--- config.mk ---
export PLATFORM = sky130hd
export DESIGN_NAME = ordered_list_store
export DESIGN_NICKNAME = d
export VERILOG_FILES = /design/src/design/olst_pkg.sv /design/src/design/ordered_list_store.sv /design/src/design/olst_cell.sv /design/src/design/olst_first_match.sv
export SDC_FILE = /design/constraint.sdc
export NUM_CORES = 1
export LEC_CHECK = 0
export BUFFER_PORTS_ARGS = -buffer_cell sky130_fd_sc_hd__buf_2
export CORE_ASPECT_RATIO = 0.8
export CORE_MARGIN = 2
export CORE_UTILIZATION = 65
export CTS_CLUSTER_SIZE = 24
export DETAILED_ROUTE_END_ITERATION = 10
export PLACE_DENSITY = 0.82
export SYNTH_ARGS = -nofsm -noshare
export SYNTH_HDL_FRONTEND = slang
export SYNTH_HIERARCHICAL = 1
export SYNTH_SLANG_ARGS = --single-unit
--- constraint.sdc ---
create_clock -name aclk -period 13.2 [get_ports aclk]
set_input_delay 1.32 -clock aclk [delete_from_list [all_inputs] [get_ports aclk]]
set_output_delay 1.32 -clock aclk [all_outputs]
set_load 0.02 [all_outputs]
--- src/design/olst_pkg.sv ---
`timescale 1ns / 1ps
// ----------------------------------------------------------------------------
// olst_pkg: shared definitions for the ordered list store
// Request modes, result status codes, sequencer states and the control
// bundle that the top level sends to every cell of the chain.
// ----------------------------------------------------------------------------
package olst_pkg;

    localparam int DEF_CAPACITY  = 16;
    localparam int DEF_WORD_BITS = 32;

    // Fixed widths of the channel fields.
    localparam int MODE_W  = 3;
    localparam int XWORD_W = 32;
    localparam int POS_W   = 4;
    localparam int STAT_W  = 2;
    localparam int COUNT_W = 5;

    localparam logic [MODE_W-1:0] MODE_APPEND = 3'd0;
    localparam logic [MODE_W-1:0] MODE_POP    = 3'd1;
    localparam logic [MODE_W-1:0] MODE_DROP   = 3'd2;
    localparam logic [MODE_W-1:0] MODE_REMOVE = 3'd3;
    localparam logic [MODE_W-1:0] MODE_SEARCH = 3'd4;
    localparam logic [MODE_W-1:0] MODE_READ   = 3'd5;

    localparam logic [STAT_W-1:0] STAT_OK   = 2'd0;
    localparam logic [STAT_W-1:0] STAT_MISS = 2'd1;
    localparam logic [STAT_W-1:0] STAT_FULL = 2'd2;

    typedef enum logic [2:0] {
        S_IDLE = 3'b001,
        S_EXEC = 3'b010,
        S_FIND = 3'b100
    } olst_state_t;

    typedef struct packed {
        logic shift;    // take the neighbour's word
        logic load;     // take the incoming word
        logic compare;  // register the comparison with the search word
    } olst_cell_ctrl_t;

endpackage

--- src/design/ordered_list_store.sv ---
`timescale 1ns / 1ps
// ----------------------------------------------------------------------------
// ordered_list_store: bounded ordered list with indexed remove
// A chain of word cells with a compare in every cell. Append, pop, drop,
// remove at a position, search and read, one result beat per request.
// ----------------------------------------------------------------------------
//  channel | direction | ports
//  --------+-----------+----------------------------------------------------
//  request | in        | s_valid s_ready s_mode s_word_in s_position
//  result  | out       | m_valid m_ready m_status m_word_out m_found_position
//          |           | m_entry_count
//
//  A request passes through accept, execute in the cell chain (shift, load
//  and the registered compare), then the first-match encoder feeding the
//  result register. The next request is accepted once the sequencer is idle,
//  while the result beat may still wait for m_ready. Reset empties the list at
//  once; cell contents are not cleared. A stalled result holds the sequencer in
//  its final step only when the result register is still occupied.
// ----------------------------------------------------------------------------
module ordered_list_store
    import olst_pkg::*;
#(
    parameter int CAPACITY  = DEF_CAPACITY,
    parameter int WORD_BITS = DEF_WORD_BITS
) (
    input  logic               aclk,
    input  logic               aresetn,
    input  logic               s_valid,
    output logic               s_ready,
    input  logic [MODE_W-1:0]  s_mode,
    input  logic [XWORD_W-1:0] s_word_in,
    input  logic [POS_W-1:0]   s_position,
    output logic               m_valid,
    input  logic               m_ready,
    output logic [STAT_W-1:0]  m_status,
    output logic [XWORD_W-1:0] m_word_out,
    output logic [POS_W-1:0]   m_found_position,
    output logic [COUNT_W-1:0] m_entry_count
);

    localparam int CW       = $clog2(CAPACITY + 1);
    localparam int IW       = $clog2(CAPACITY);
    localparam int CMPW     = (CW > POS_W) ? CW : POS_W;
    localparam int RD_CELLS = (CAPACITY < (1 << POS_W)) ? CAPACITY : (1 << POS_W);

    olst_state_t state_reg, state_next;

    logic [MODE_W-1:0]    req_mode_reg;
    logic [WORD_BITS-1:0] req_word_reg;
    logic [POS_W-1:0]     req_pos_reg;
    logic [CW-1:0]        held_count_reg, held_count_next;

    logic [STAT_W-1:0]    pend_status_reg, pend_status_next;
    logic [XWORD_W-1:0]   pend_word_reg, pend_word_next;

    logic                 m_valid_reg, m_valid_next;
    logic [STAT_W-1:0]    m_status_reg, m_status_next;
    logic [XWORD_W-1:0]   m_word_reg, m_word_next;
    logic [POS_W-1:0]     m_fpos_reg, m_fpos_next;
    logic [COUNT_W-1:0]   m_count_reg, m_count_next;

    logic [WORD_BITS-1:0] cell_word [CAPACITY];
    logic [CAPACITY-1:0]  cell_match;
    logic [CAPACITY-1:0]  hit_vec;
    olst_cell_ctrl_t      cell_ctrl [CAPACITY];

    logic                 exec;
    logic                 nonempty;
    logic                 full;
    logic                 pos_ok;
    logic                 do_append;
    logic                 do_remove;
    logic [POS_W-1:0]     rm_pos;
    logic [WORD_BITS-1:0] rd_word;
    logic                 hit_found;
    logic [IW-1:0]        hit_index;
    logic                 out_free;

    assign exec     = (state_reg == S_EXEC);
    assign nonempty = (held_count_reg != '0);
    assign full     = (held_count_reg == CW'(CAPACITY));
    assign pos_ok   = (CMPW'(req_pos_reg) < CMPW'(held_count_reg));
    assign do_append = exec && (req_mode_reg == MODE_APPEND) && !full;
    assign do_remove = exec && (((req_mode_reg == MODE_POP) && nonempty) ||
                                ((req_mode_reg == MODE_REMOVE) && pos_ok));
    assign rm_pos   = (req_mode_reg == MODE_POP) ? '0 : req_pos_reg;

    // Cell chain: each cell looks at the word of the cell above it.
    for (genvar i = 0; i < CAPACITY; i++) begin : g_cell
        logic [WORD_BITS-1:0] nbr;

        if (i + 1 < CAPACITY) begin : g_mid
            assign nbr = cell_word[i+1];
        end else begin : g_last
            assign nbr = '0;
        end

        assign cell_ctrl[i].load    = do_append && (CW'(i) == held_count_reg);
        assign cell_ctrl[i].shift   = do_remove && (i + 1 < CAPACITY) &&
                                      (CMPW'(i) >= CMPW'(rm_pos));
        assign cell_ctrl[i].compare = exec;

        olst_cell #(
            .WORD_BITS (WORD_BITS)
        ) u_cell (
            .aclk      (aclk),
            .ctrl      (cell_ctrl[i]),
            .nbr_word  (nbr),
            .load_word (req_word_reg),
            .cmp_word  (req_word_reg),
            .word      (cell_word[i]),
            .match     (cell_match[i])
        );

        // Only held positions may report a match.
        assign hit_vec[i] = cell_match[i] && (CW'(i) < held_count_reg);
    end

    olst_first_match #(
        .N (CAPACITY)
    ) u_first_match (
        .hits  (hit_vec),
        .found (hit_found),
        .index (hit_index)
    );

    always_comb begin
        rd_word = '0;
        for (int i = 0; i < RD_CELLS; i++) begin
            if (req_pos_reg == POS_W'(i)) begin
                rd_word = cell_word[i];
            end
        end
    end

    assign out_free = !m_valid_reg || m_ready;

    always_comb begin
        state_next       = state_reg;
        held_count_next  = held_count_reg;
        pend_status_next = pend_status_reg;
        pend_word_next   = pend_word_reg;
        m_valid_next     = m_valid_reg && !m_ready;
        m_status_next    = m_status_reg;
        m_word_next      = m_word_reg;
        m_fpos_next      = m_fpos_reg;
        m_count_next     = m_count_reg;

        case (state_reg)
            S_IDLE: begin
                if (s_valid) begin
                    state_next = S_EXEC;
                end
            end
            S_EXEC: begin
                pend_status_next = STAT_MISS;
                pend_word_next   = '0;
                case (req_mode_reg)
                    MODE_APPEND: begin
                        if (full) begin
                            pend_status_next = STAT_FULL;
                        end else begin
                            pend_status_next = STAT_OK;
                            held_count_next  = held_count_reg + 1'b1;
                        end
                    end
                    MODE_POP: begin
                        if (nonempty) begin
                            pend_status_next = STAT_OK;
                            pend_word_next   = XWORD_W'(cell_word[0]);
                            held_count_next  = held_count_reg - 1'b1;
                        end
                    end
                    MODE_DROP, MODE_REMOVE: begin
                        if ((req_mode_reg == MODE_DROP) ? nonempty : pos_ok) begin
                            pend_status_next = STAT_OK;
                            held_count_next  = held_count_reg - 1'b1;
                        end
                    end
                    MODE_READ: begin
                        if (pos_ok) begin
                            pend_status_next = STAT_OK;
                            pend_word_next   = XWORD_W'(rd_word);
                        end
                    end
                    default: begin
                    end
                endcase
                state_next = S_FIND;
            end
            S_FIND: begin
                if (out_free) begin
                    m_valid_next  = 1'b1;
                    m_word_next   = pend_word_reg;
                    m_count_next  = COUNT_W'(held_count_reg);
                    m_status_next = pend_status_reg;
                    m_fpos_next   = '0;
                    if (req_mode_reg == MODE_SEARCH) begin
                        m_status_next = hit_found ? STAT_OK : STAT_MISS;
                        m_fpos_next   = hit_found ? POS_W'(hit_index) : '0;
                    end
                    state_next = S_IDLE;
                end
            end
            default: begin
                state_next = S_IDLE;
            end
        endcase
    end

    always_ff @(posedge aclk) begin
        if (!aresetn) begin
            state_reg      <= S_IDLE;
            held_count_reg <= '0;
            m_valid_reg    <= 1'b0;
        end else begin
            state_reg      <= state_next;
            held_count_reg <= held_count_next;
            m_valid_reg    <= m_valid_next;
        end
    end

    always_ff @(posedge aclk) begin
        if (s_valid && s_ready) begin
            req_mode_reg <= s_mode;
            req_word_reg <= WORD_BITS'(s_word_in);
            req_pos_reg  <= s_position;
        end
        pend_status_reg <= pend_status_next;
        pend_word_reg   <= pend_word_next;
        m_status_reg    <= m_status_next;
        m_word_reg      <= m_word_next;
        m_fpos_reg      <= m_fpos_next;
        m_count_reg     <= m_count_next;
    end

    assign s_ready          = (state_reg == S_IDLE);
    assign m_valid          = m_valid_reg;
    assign m_status         = m_status_reg;
    assign m_word_out       = m_word_reg;
    assign m_found_position = m_fpos_reg;
    assign m_entry_count    = m_count_reg;

    // The count can never pass the number of cells.
    a_count_bound: assert property (@(posedge aclk) disable iff (!aresetn)
        CMPW'(held_count_reg) <= CMPW'(CAPACITY))
        else $error("held count exceeds capacity");

    // An accepted beat always moves straight into the execute step.
    a_accept_exec: assert property (@(posedge aclk) disable iff (!aresetn)
        (s_valid && s_ready) |=> (state_reg == S_EXEC))
        else $error("accepted request did not execute");

    // The count only changes in the execute step.
    a_count_stable: assert property (@(posedge aclk) disable iff (!aresetn)
        (state_reg != S_EXEC) |=> $stable(held_count_reg))
        else $error("held count changed outside execute");

    // Leaving the final step always presents a result beat.
    a_result_out: assert property (@(posedge aclk) disable iff (!aresetn)
        ((state_reg == S_FIND) && out_free) |=> m_valid)
        else $error("result beat missing after final step");

endmodule

--- src/design/olst_cell.sv ---
`timescale 1ns / 1ps
// ----------------------------------------------------------------------------
// olst_cell: one storage cell of the list chain
// Holds one word, takes either its upper neighbour's word or a new word,
// and registers whether its word equals the search word.
// ----------------------------------------------------------------------------
module olst_cell
    import olst_pkg::*;
#(
    parameter int WORD_BITS = DEF_WORD_BITS
) (
    input  logic                 aclk,
    input  olst_cell_ctrl_t      ctrl,
    input  logic [WORD_BITS-1:0] nbr_word,
    input  logic [WORD_BITS-1:0] load_word,
    input  logic [WORD_BITS-1:0] cmp_word,
    output logic [WORD_BITS-1:0] word,
    output logic                 match
);

    logic [WORD_BITS-1:0] word_reg;
    logic [WORD_BITS-1:0] word_next;
    logic                 match_reg;
    logic                 match_next;

    always_comb begin
        word_next  = word_reg;
        match_next = match_reg;
        if (ctrl.load) begin
            word_next = load_word;
        end else if (ctrl.shift) begin
            word_next = nbr_word;
        end
        if (ctrl.compare) begin
            match_next = (word_reg == cmp_word);
        end
    end

    always_ff @(posedge aclk) begin
        word_reg  <= word_next;
        match_reg <= match_next;
    end

    assign word  = word_reg;
    assign match = match_reg;

endmodule

--- src/design/olst_first_match.sv ---
`timescale 1ns / 1ps
// ----------------------------------------------------------------------------
// olst_first_match: priority encoder over the cell match flags
// Reports whether any flag is set and the lowest position that is set.
// ----------------------------------------------------------------------------
module olst_first_match
    import olst_pkg::*;
#(
    parameter int N = DEF_CAPACITY
) (
    input  logic [N-1:0]         hits,
    output logic                 found,
    output logic [$clog2(N)-1:0] index
);

    localparam int IW = $clog2(N);

    always_comb begin
        index = '0;
        for (int i = N - 1; i >= 0; i--) begin
            if (hits[i]) begin
                index = IW'(i);
            end
        end
        found = |hits;
    end

endmodule

==> results.txt, run 1 <==
----------------------------------------------------
[Timing]
  Setup repair after global routing missed its margin ... no
  Remaining max-slew budget at the tightest pin ... 0.135
  Post-layout minimum cycle time ... 4.73 ns
  Endpoints failing hold ... 0
  Number of failing setup endpoints in the final timing report ... 0
  Slew at the pin with the worst max-slew slack ... 1.30 ns
  Maximum clock rate ... between 0.2 and 0.25 GHz
  Worst Skew ... approximately 0.025 ns
  Final clock period utilization by the worst path ... 0.358
  Total Negative Setup Slacks ... 0 ns
  Final Max Slew Viols ... 0

[Clocking]
  Number of sinks on the clock net ... 653
  Clock Path Buffers ... 3
  Number of buffers inserted by post-CTS setup repair ... 0
  Clock tree from TritonCTS ... built
  Clock root buffer ... sky130_fd_sc_hd__clkbuf_16
  Level count of the clock H-tree ... 3
  Clk_lat worst skew ... 0.64 ns
  Number of buffers added to fix hold violations after cts ... 0
  Count of cells resized by post-cts repair ... 0
  CTS buffer count ... ~70
  Clk slew on worst S/H paths ... 0.06 ns

[Floorplan]
  Area of the die ... 61,200 µm²
  Starting Density ... 0.659
  DIE HEIGHT ... between 200 and 250 µm
  Rows ... 79
  Core area ... around 60,000 µm²
  Die boundary width ... around 280 µm
  I/O pins ... 88

[Global routing]
  Gr usage total ... 0.466
  Number of antenna violations at the first check in global routing ... 15
  Pin count of the biggest net entering global routing ... 64
  Overall overflow remaining after global route ... 0
  Vias in the first global route ... about 27,000
  Wire length of the first global-routing pass ... between 200 and 250 mm

[Yosys]
  Mapped Area ... just under 40,000 µm²
  Top cells by count, synth ... sky130_fd_sc_hd__edfxtp_1, sky130_fd_sc_hd__mux2_2, sky130_fd_sc_hd__xor2_1, sky130_fd_sc_hd__nor4_1, sky130_fd_sc_hd__a21oi_1
  Most frequent cell after synthesis ... sky130_fd_sc_hd__edfxtp_1
  Gate Count Post-Synth ... between 2,000 and 3,000
  Synth Register Bits ... around 650
  Sequential cell area fraction in the yosys report ... 0.507
  Distinct cells, synth ... 88
  Asr flop ratio synth ... 0
  EDFF count, synth ... approximately 640
  Dominant synthesized flop cell ... sky130_fd_sc_hd__edfxtp_1
  Largest cells by area after synthesis ... sky130_fd_sc_hd__edfxtp_1, sky130_fd_sc_hd__mux2_2, sky130_fd_sc_hd__xor2_1
  YS warnings ... 6
  Per-instance average area after synthesis ... between 10 and 15 µm²
  Dominant cell type by area after synthesis ... sky130_fd_sc_hd__edfxtp_1
  Fraction of synthesized cell area taken by the top area cell type ... 0.502

[Setup path]
  Critical Path Source Type ... flop
  Cell Chain, Critical Path ... buf_4 > buf_4 > buf_4 > nor2b_1 > a2111oi_0 > nor4_1 > nor4_1 > o21ai_0
  Data arrival at the endpoint of the critical path ... approximately 5 ns
  Worst-case reg-to-reg path depth ... 8
  Kind of critical path ... flop to flop
  R2r setup slk ... 8.47 ns
  Worst R2R Start ... req_pos_reg[1]
  Most prevalent standard cell on the critical path ... sky130_fd_sc_hd__buf_4
  Critical path required time ... about 14 ns
  Critical path capture point type ... flop
  Critical path fanouts, max ... 63
  Peak per-stage delay on the critical path ... between 0.7 and 0.8 ns
  Worst path slowest cell ... sky130_fd_sc_hd__nor4_1
  Destination of the worst register-to-register timing path ... pend_word_reg[25]

[Power and ir drop]
  VDD IR max ... between 0.0001 and 0.00015 V
  Combinational group share of total power ... 0.101
  Total leakage power ... 14.3 nW
  Net switching power figure ... 1.25 mW
  Internal power ... 3.59 mW
  Total power after layout ... about 4.8 mW
  Share of power burned in registers ... 0.477
  Ratio of total power to cell area ... 116 nW/µm²
  Clock power share ... 0.422
  Switching power share of the total ... 0.258

[Place]
  Buffers added on ports ... between 80 and 90
  DP Wirelength ... 101 mm
  Gp weighted congestion ... ~1.1

[Job]
  Max capacitance violation total ... 0

[Final layout]
  Layout cells sized above 1 ... 0.279
  Layout area overhead ... 8.22%
  Largest register FFs ... just over 500
  Filler cells ... between 3,000 and 4,000
  Count of nets after finishing ... between 3,000 and 4,000

[Route]
  Number of detailed-route iterations in the first pass ... 9
  Post-detailed-routing wire length ... 145 mm
  Total via count after detailed routing ... roughly 29,000
  DRC violations left ... 0
  Initial drt markers ... between 5,000 and 6,000
  DR WL/cell ... about 37 µm
  Post-DR vias/cell ... about 7.4
  Post-detailed-route count of antenna-violating nets ... 0

[Hold path]
  Hold path cells ... 0
  Hold path startpoint ... pend_word_reg[20]
  Worst min-delay path endpoint ... m_word_out[20]
  Hold crit path type ... flop to flop

[Status]
  Result of the run ... finished clean

----------------------------------------------------
## cells in the final DEF (no fill, tap or decap), types with 27 or more instances in the layout
master	n
sky130_fd_sc_hd__clkbuf_16	73
sky130_fd_sc_hd__mux2i_1	67
sky130_fd_sc_hd__a21oi_1	107
sky130_fd_sc_hd__xor2_1	514
sky130_fd_sc_hd__nand4_1	32
sky130_fd_sc_hd__nor2_1	96
sky130_fd_sc_hd__conb_1	33
sky130_fd_sc_hd__mux2_2	531
sky130_fd_sc_hd__edfxtp_1	644
sky130_fd_sc_hd__nand3_1	27
sky130_fd_sc_hd__buf_2	87
sky130_fd_sc_hd__o22ai_1	30
sky130_fd_sc_hd__nand2_1	96
sky130_fd_sc_hd__buf_4	65
sky130_fd_sc_hd__nor4_1	133
sky130_fd_sc_hd__o21ai_0	68
sky130_fd_sc_hd__and3_1	27
## per-layer routing
metal	GRT usage	up-vias	share of wire	wire, µm
li1	-	11400	-	-
met1	0.596	14200	0.35	51200
met2	0.711	2518	0.44	63300
met3	0.167	556	0.15	21500
met4	0.217	14	0.060	8650
met5	0	-	0.00067	97
## how the worst max path moves through the flow
stage / from / end / slack [ns] / depth (start not counted)
after floorplan: state_reg[2] / g_cell[0].u_cell/match / 8.54 / 2
final: req_pos_reg[1] / pend_word_reg[25] / 8.47 / 8
after global placement: req_pos_reg[0] / pend_word_reg[11] / 8.80 / 7
after global routing: req_pos_reg[1] / pend_word_reg[25] / 8.54 / 8
after CTS: req_pos_reg[0] / pend_word_reg[11] / 8.76 / 7
after detailed placement: req_pos_reg[0] / pend_word_reg[11] / 8.72 / 7
## cell type report
class | instances | area, µm² | area share
clock buffers | 87 | 1920 | 0.0460
inverters | 18 | 67.6 | 0.00162
repair buffers | 152 | 923 | 0.0222
well taps | 769 | 962 | 0.0231
diodes | 6 | 15.0 | 0.000360
clock inverters | 38 | 395 | 0.00948
flip-flops and latches | 653 | 19500 | 0.468
multi-input cells | 2147 | 17900 | 0.429
## power groups by stage
stage	clock network, mW	logic (mW)	registers, mW
after detailed placement	0	0.459	2.35
final	2.04	0.490	2.31
after global placement	0	0.449	2.35
after floorplan	0	0.247	2.38
after CTS	2.03	0.462	2.31
after global routing	2.12	0.497	2.31
## critical path: cells and delay by family (launching register included)
kind,cells,cell delay [ns]
buffers and inverters,3,2.01
AND/OR/NAND/NOR,3,1.14
AO/OA/AOI/OAI,2,0.87
flip-flops,1,0.32
## per-stage QoR
stage | utilization | std cells | hold WS, ns | setup WS [ns] | area (µm²)
final | 0.714 | 3870 | 0.437 | 8.47 | 41700
after global routing | 0.713 | 3864 | 0.446 | 8.54 | 41700
after CTS | 0.713 | 3864 | 0.439 | 8.76 | 41700
after detailed placement | 0.674 | 3739 | 0.410 | 8.72 | 39400
after global placement | 0.674 | 3739 | 0.404 | 8.80 | 39400
after floorplan | - | 2990 | 0.400 | 8.54 | 38600
## kinds of logic after synthesis
family          synth area share
buf+inv                   0.0332
other cells            0.0000974
compound gates            0.0680
flops                      0.507
fa+ha+maj                0.00286
simple gates              0.0814
mux                        0.191
xor+xnor                   0.117
(Power assumes the default switching activity.)
==> run 2, diff against run 1 <==
CORE_UTILIZATION = 64   (was 65)
PLACE_DENSITY = 0.81   (was 0.82)
clock period = 4.9 ns   (was 13.2 ns; I/O delays follow)
==> results.txt, run 2 (same netlist as run 1, synthesis figures left out) <==
----------------------------------------------------
[Status]
  Result of the run ... finished clean

[Final layout]
  Post-route cell area ... 42,000 µm²
  Commonest cells after routing, fill and taps aside ... sky130_fd_sc_hd__edfxtp_1, sky130_fd_sc_hd__mux2_2, sky130_fd_sc_hd__xor2_1
  Most common cell after layout, fill and taps aside ... sky130_fd_sc_hd__edfxtp_1
  Largest register FFs ... ~510
  Layout area overhead ... 9.14%
  Count of nets after finishing ... around 3,100
  Layout cells sized above 1 ... 0.285
  Filler cells ... 4,040

[Power and ir drop]
  Total power after layout ... 13.3 mW
  Ratio of total power to cell area ... roughly 320 nW/µm²
  VDD IR max ... about 0.00046 V
  Total leakage power ... 14.5 nW

[Setup path]
  Worst-case reg-to-reg path depth ... 8
  Data arrival at the endpoint of the critical path ... between 4 and 5 ns
  Worst R2R Start ... held_count_reg[2]
  Critical path capture point type ... flop
  Destination of the worst register-to-register timing path ... g_cell[0].u_cell/word[19]
  Critical Path Source Type ... flop
  Critical path fanouts, max ... 32
  Kind of critical path ... flop to flop
  Critical path required time ... 5.13 ns
  R2r setup slk ... approximately 0.99 ns
  Start point of the critical path ... held_count_reg[2]

[Timing]
  Final Max Slew Viols ... 0
  Slew at the pin with the worst max-slew slack ... between 1 and 1.5 ns
  Worst Skew ... approximately 0.022 ns
  Total Negative Setup Slacks ... 0 ns
  Post-layout minimum cycle time ... slightly below 4 ns
  Endpoints failing hold ... 0
  Maximum clock rate ... between 0.2 and 0.3 GHz
  Remaining max-slew budget at the tightest pin ... 0.148
  Number of failing setup endpoints in the final timing report ... 0
  Setup repair after global routing missed its margin ... no
  Final clock period utilization by the worst path ... 0.798

[Place]
  Gp weighted congestion ... 1.05
  Buffers added on ports ... slightly below 90
  DP Wirelength ... about 94 mm
  Post-place instance area ... between 30,000 and 40,000 µm²

[Route]
  DR WL/cell ... about 34 µm
  Number of detailed-route iterations in the first pass ... 7
  DRC violations left ... 0
  Total via count after detailed routing ... 28,100
  Post-detailed-routing wire length ... around 130 mm
  Initial drt markers ... between 4,000 and 5,000
  Post-DR vias/cell ... ~7.2
  Post-detailed-route count of antenna-violating nets ... 0

[Clocking]
  Clock root buffer ... sky130_fd_sc_hd__clkbuf_16
  Level count of the clock H-tree ... 3
  Number of buffers inserted by post-CTS setup repair ... 0
  Count of cells resized by post-cts repair ... 0
  Clk_lat worst skew ... about 0.63 ns
  CTS buffer count ... 71
  Clock tree from TritonCTS ... built
  Number of buffers added to fix hold violations after cts ... 0
  Number of sinks on the clock net ... approximately 650
  Clk slew on worst S/H paths ... roughly 0.06 ns
  Clock Path Buffers ... 3

[Global routing]
  Overall overflow remaining after global route ... 0
  Gr usage total ... 0.426
  Wire length of the first global-routing pass ... 191 mm
  Number of antenna violations at the first check in global routing ... 6
  Pin count of the biggest net entering global routing ... 67
  Vias in the first global route ... between 20,000 and 30,000

[Hold path]
  Worst min-delay path endpoint ... req_word_reg[2]
  Hold path cells ... 1
  Hold path startpoint ... s_word_in[2]
  Hold crit path type ... input port to flop

[Floorplan]
  Starting Density ... 0.647
  DIE HEIGHT ... ~220 µm
  Area of the die ... 62,200 µm²
  Core area ... 59,600 µm²
  Rows ... 80
  Die boundary width ... ~280 µm
  I/O pins ... between 80 and 90

[Job]
  Max capacitance violation total ... 0

----------------------------------------------------
[run 2: cell count changes in the layout (fill, tap and decap cells not counted), moves of 3 or more]
cell                        delta
sky130_fd_sc_hd__buf_12        +4
sky130_fd_sc_hd__buf_4        +16
sky130_fd_sc_hd__bufinv_16     +5
sky130_fd_sc_hd__clkbuf_1      -3
sky130_fd_sc_hd__clkbuf_8      -4
sky130_fd_sc_hd__clkinv_2      +5
sky130_fd_sc_hd__diode_2       -5
[run 2: layer usage]
metal  wire, µm  vias up  track usage  share of wire
met3      16700      512        0.111           0.12
met4       8390       12        0.217          0.063
met1      48900    13900        0.558           0.36
li1           -    11500            -              -
met2      60000     2280        0.660           0.45
met5         92        -            0        0.00069
[run 2: layout make-up]
cell class | instances | area, µm² | share of cell area
tap | 779 | 975 | 0.0232
multi-input combinational | 2147 | 17900 | 0.425
timing repair buffer | 172 | 1120 | 0.0267
sequential | 653 | 19500 | 0.464
clock inverter | 50 | 563 | 0.0134
antenna | 1 | 2.50 | 0.0000595
inverter | 18 | 67.6 | 0.00161
clock buffer | 82 | 1900 | 0.0453
[run 2: worst max path at each step]
stage                                end  slack (ns)  cells past startpoint
5_1_grt        g_cell[2].u_cell/word[10]        0.88                      8
3_5_place_dp   g_cell[0].u_cell/word[10]        1.12                      8
3_3_place_gp    g_cell[1].u_cell/word[5]        1.31                      8
2_1_floorplan     g_cell[0].u_cell/match        0.24                      2
4_1_cts        g_cell[8].u_cell/word[20]        1.10                      8
6_report       g_cell[0].u_cell/word[19]        0.99                      8
[run 2: per-stage QoR]
stage,hold WS [ns],util,instances,setup WS [ns]
6_report,0.0405,0.706,3902,0.989
5_1_grt,0.0248,0.706,3901,0.881
4_1_cts,0.0219,0.706,3901,1.10
3_5_place_dp,0.406,0.664,3769,1.12
3_3_place_gp,0.405,0.664,3769,1.31
2_1_floorplan,0.400,-,2990,0.235
[run 2: worst max-delay path, stage by stage, from the launching register on]
cell and delay (ns):
sky130_fd_sc_hd__dfxtp_1 0.67, sky130_fd_sc_hd__inv_1 0.21, sky130_fd_sc_hd__ha_1 0.34, sky130_fd_sc_hd__o21a_1 0.19
sky130_fd_sc_hd__nor2_1 0.23, sky130_fd_sc_hd__a211oi_1 0.14, sky130_fd_sc_hd__a211o_1 0.67, sky130_fd_sc_hd__a21oi_1 0.23
sky130_fd_sc_hd__or2_2 0.77
[run 2: report_power, final]
group	internal, mW	switching, mW	leakage [nW]	total, mW
Clock	3.43	2.35	1.21	5.77
Combinational	0.406	0.823	7.32	1.23
Sequential	6.14	0.135	5.95	6.27
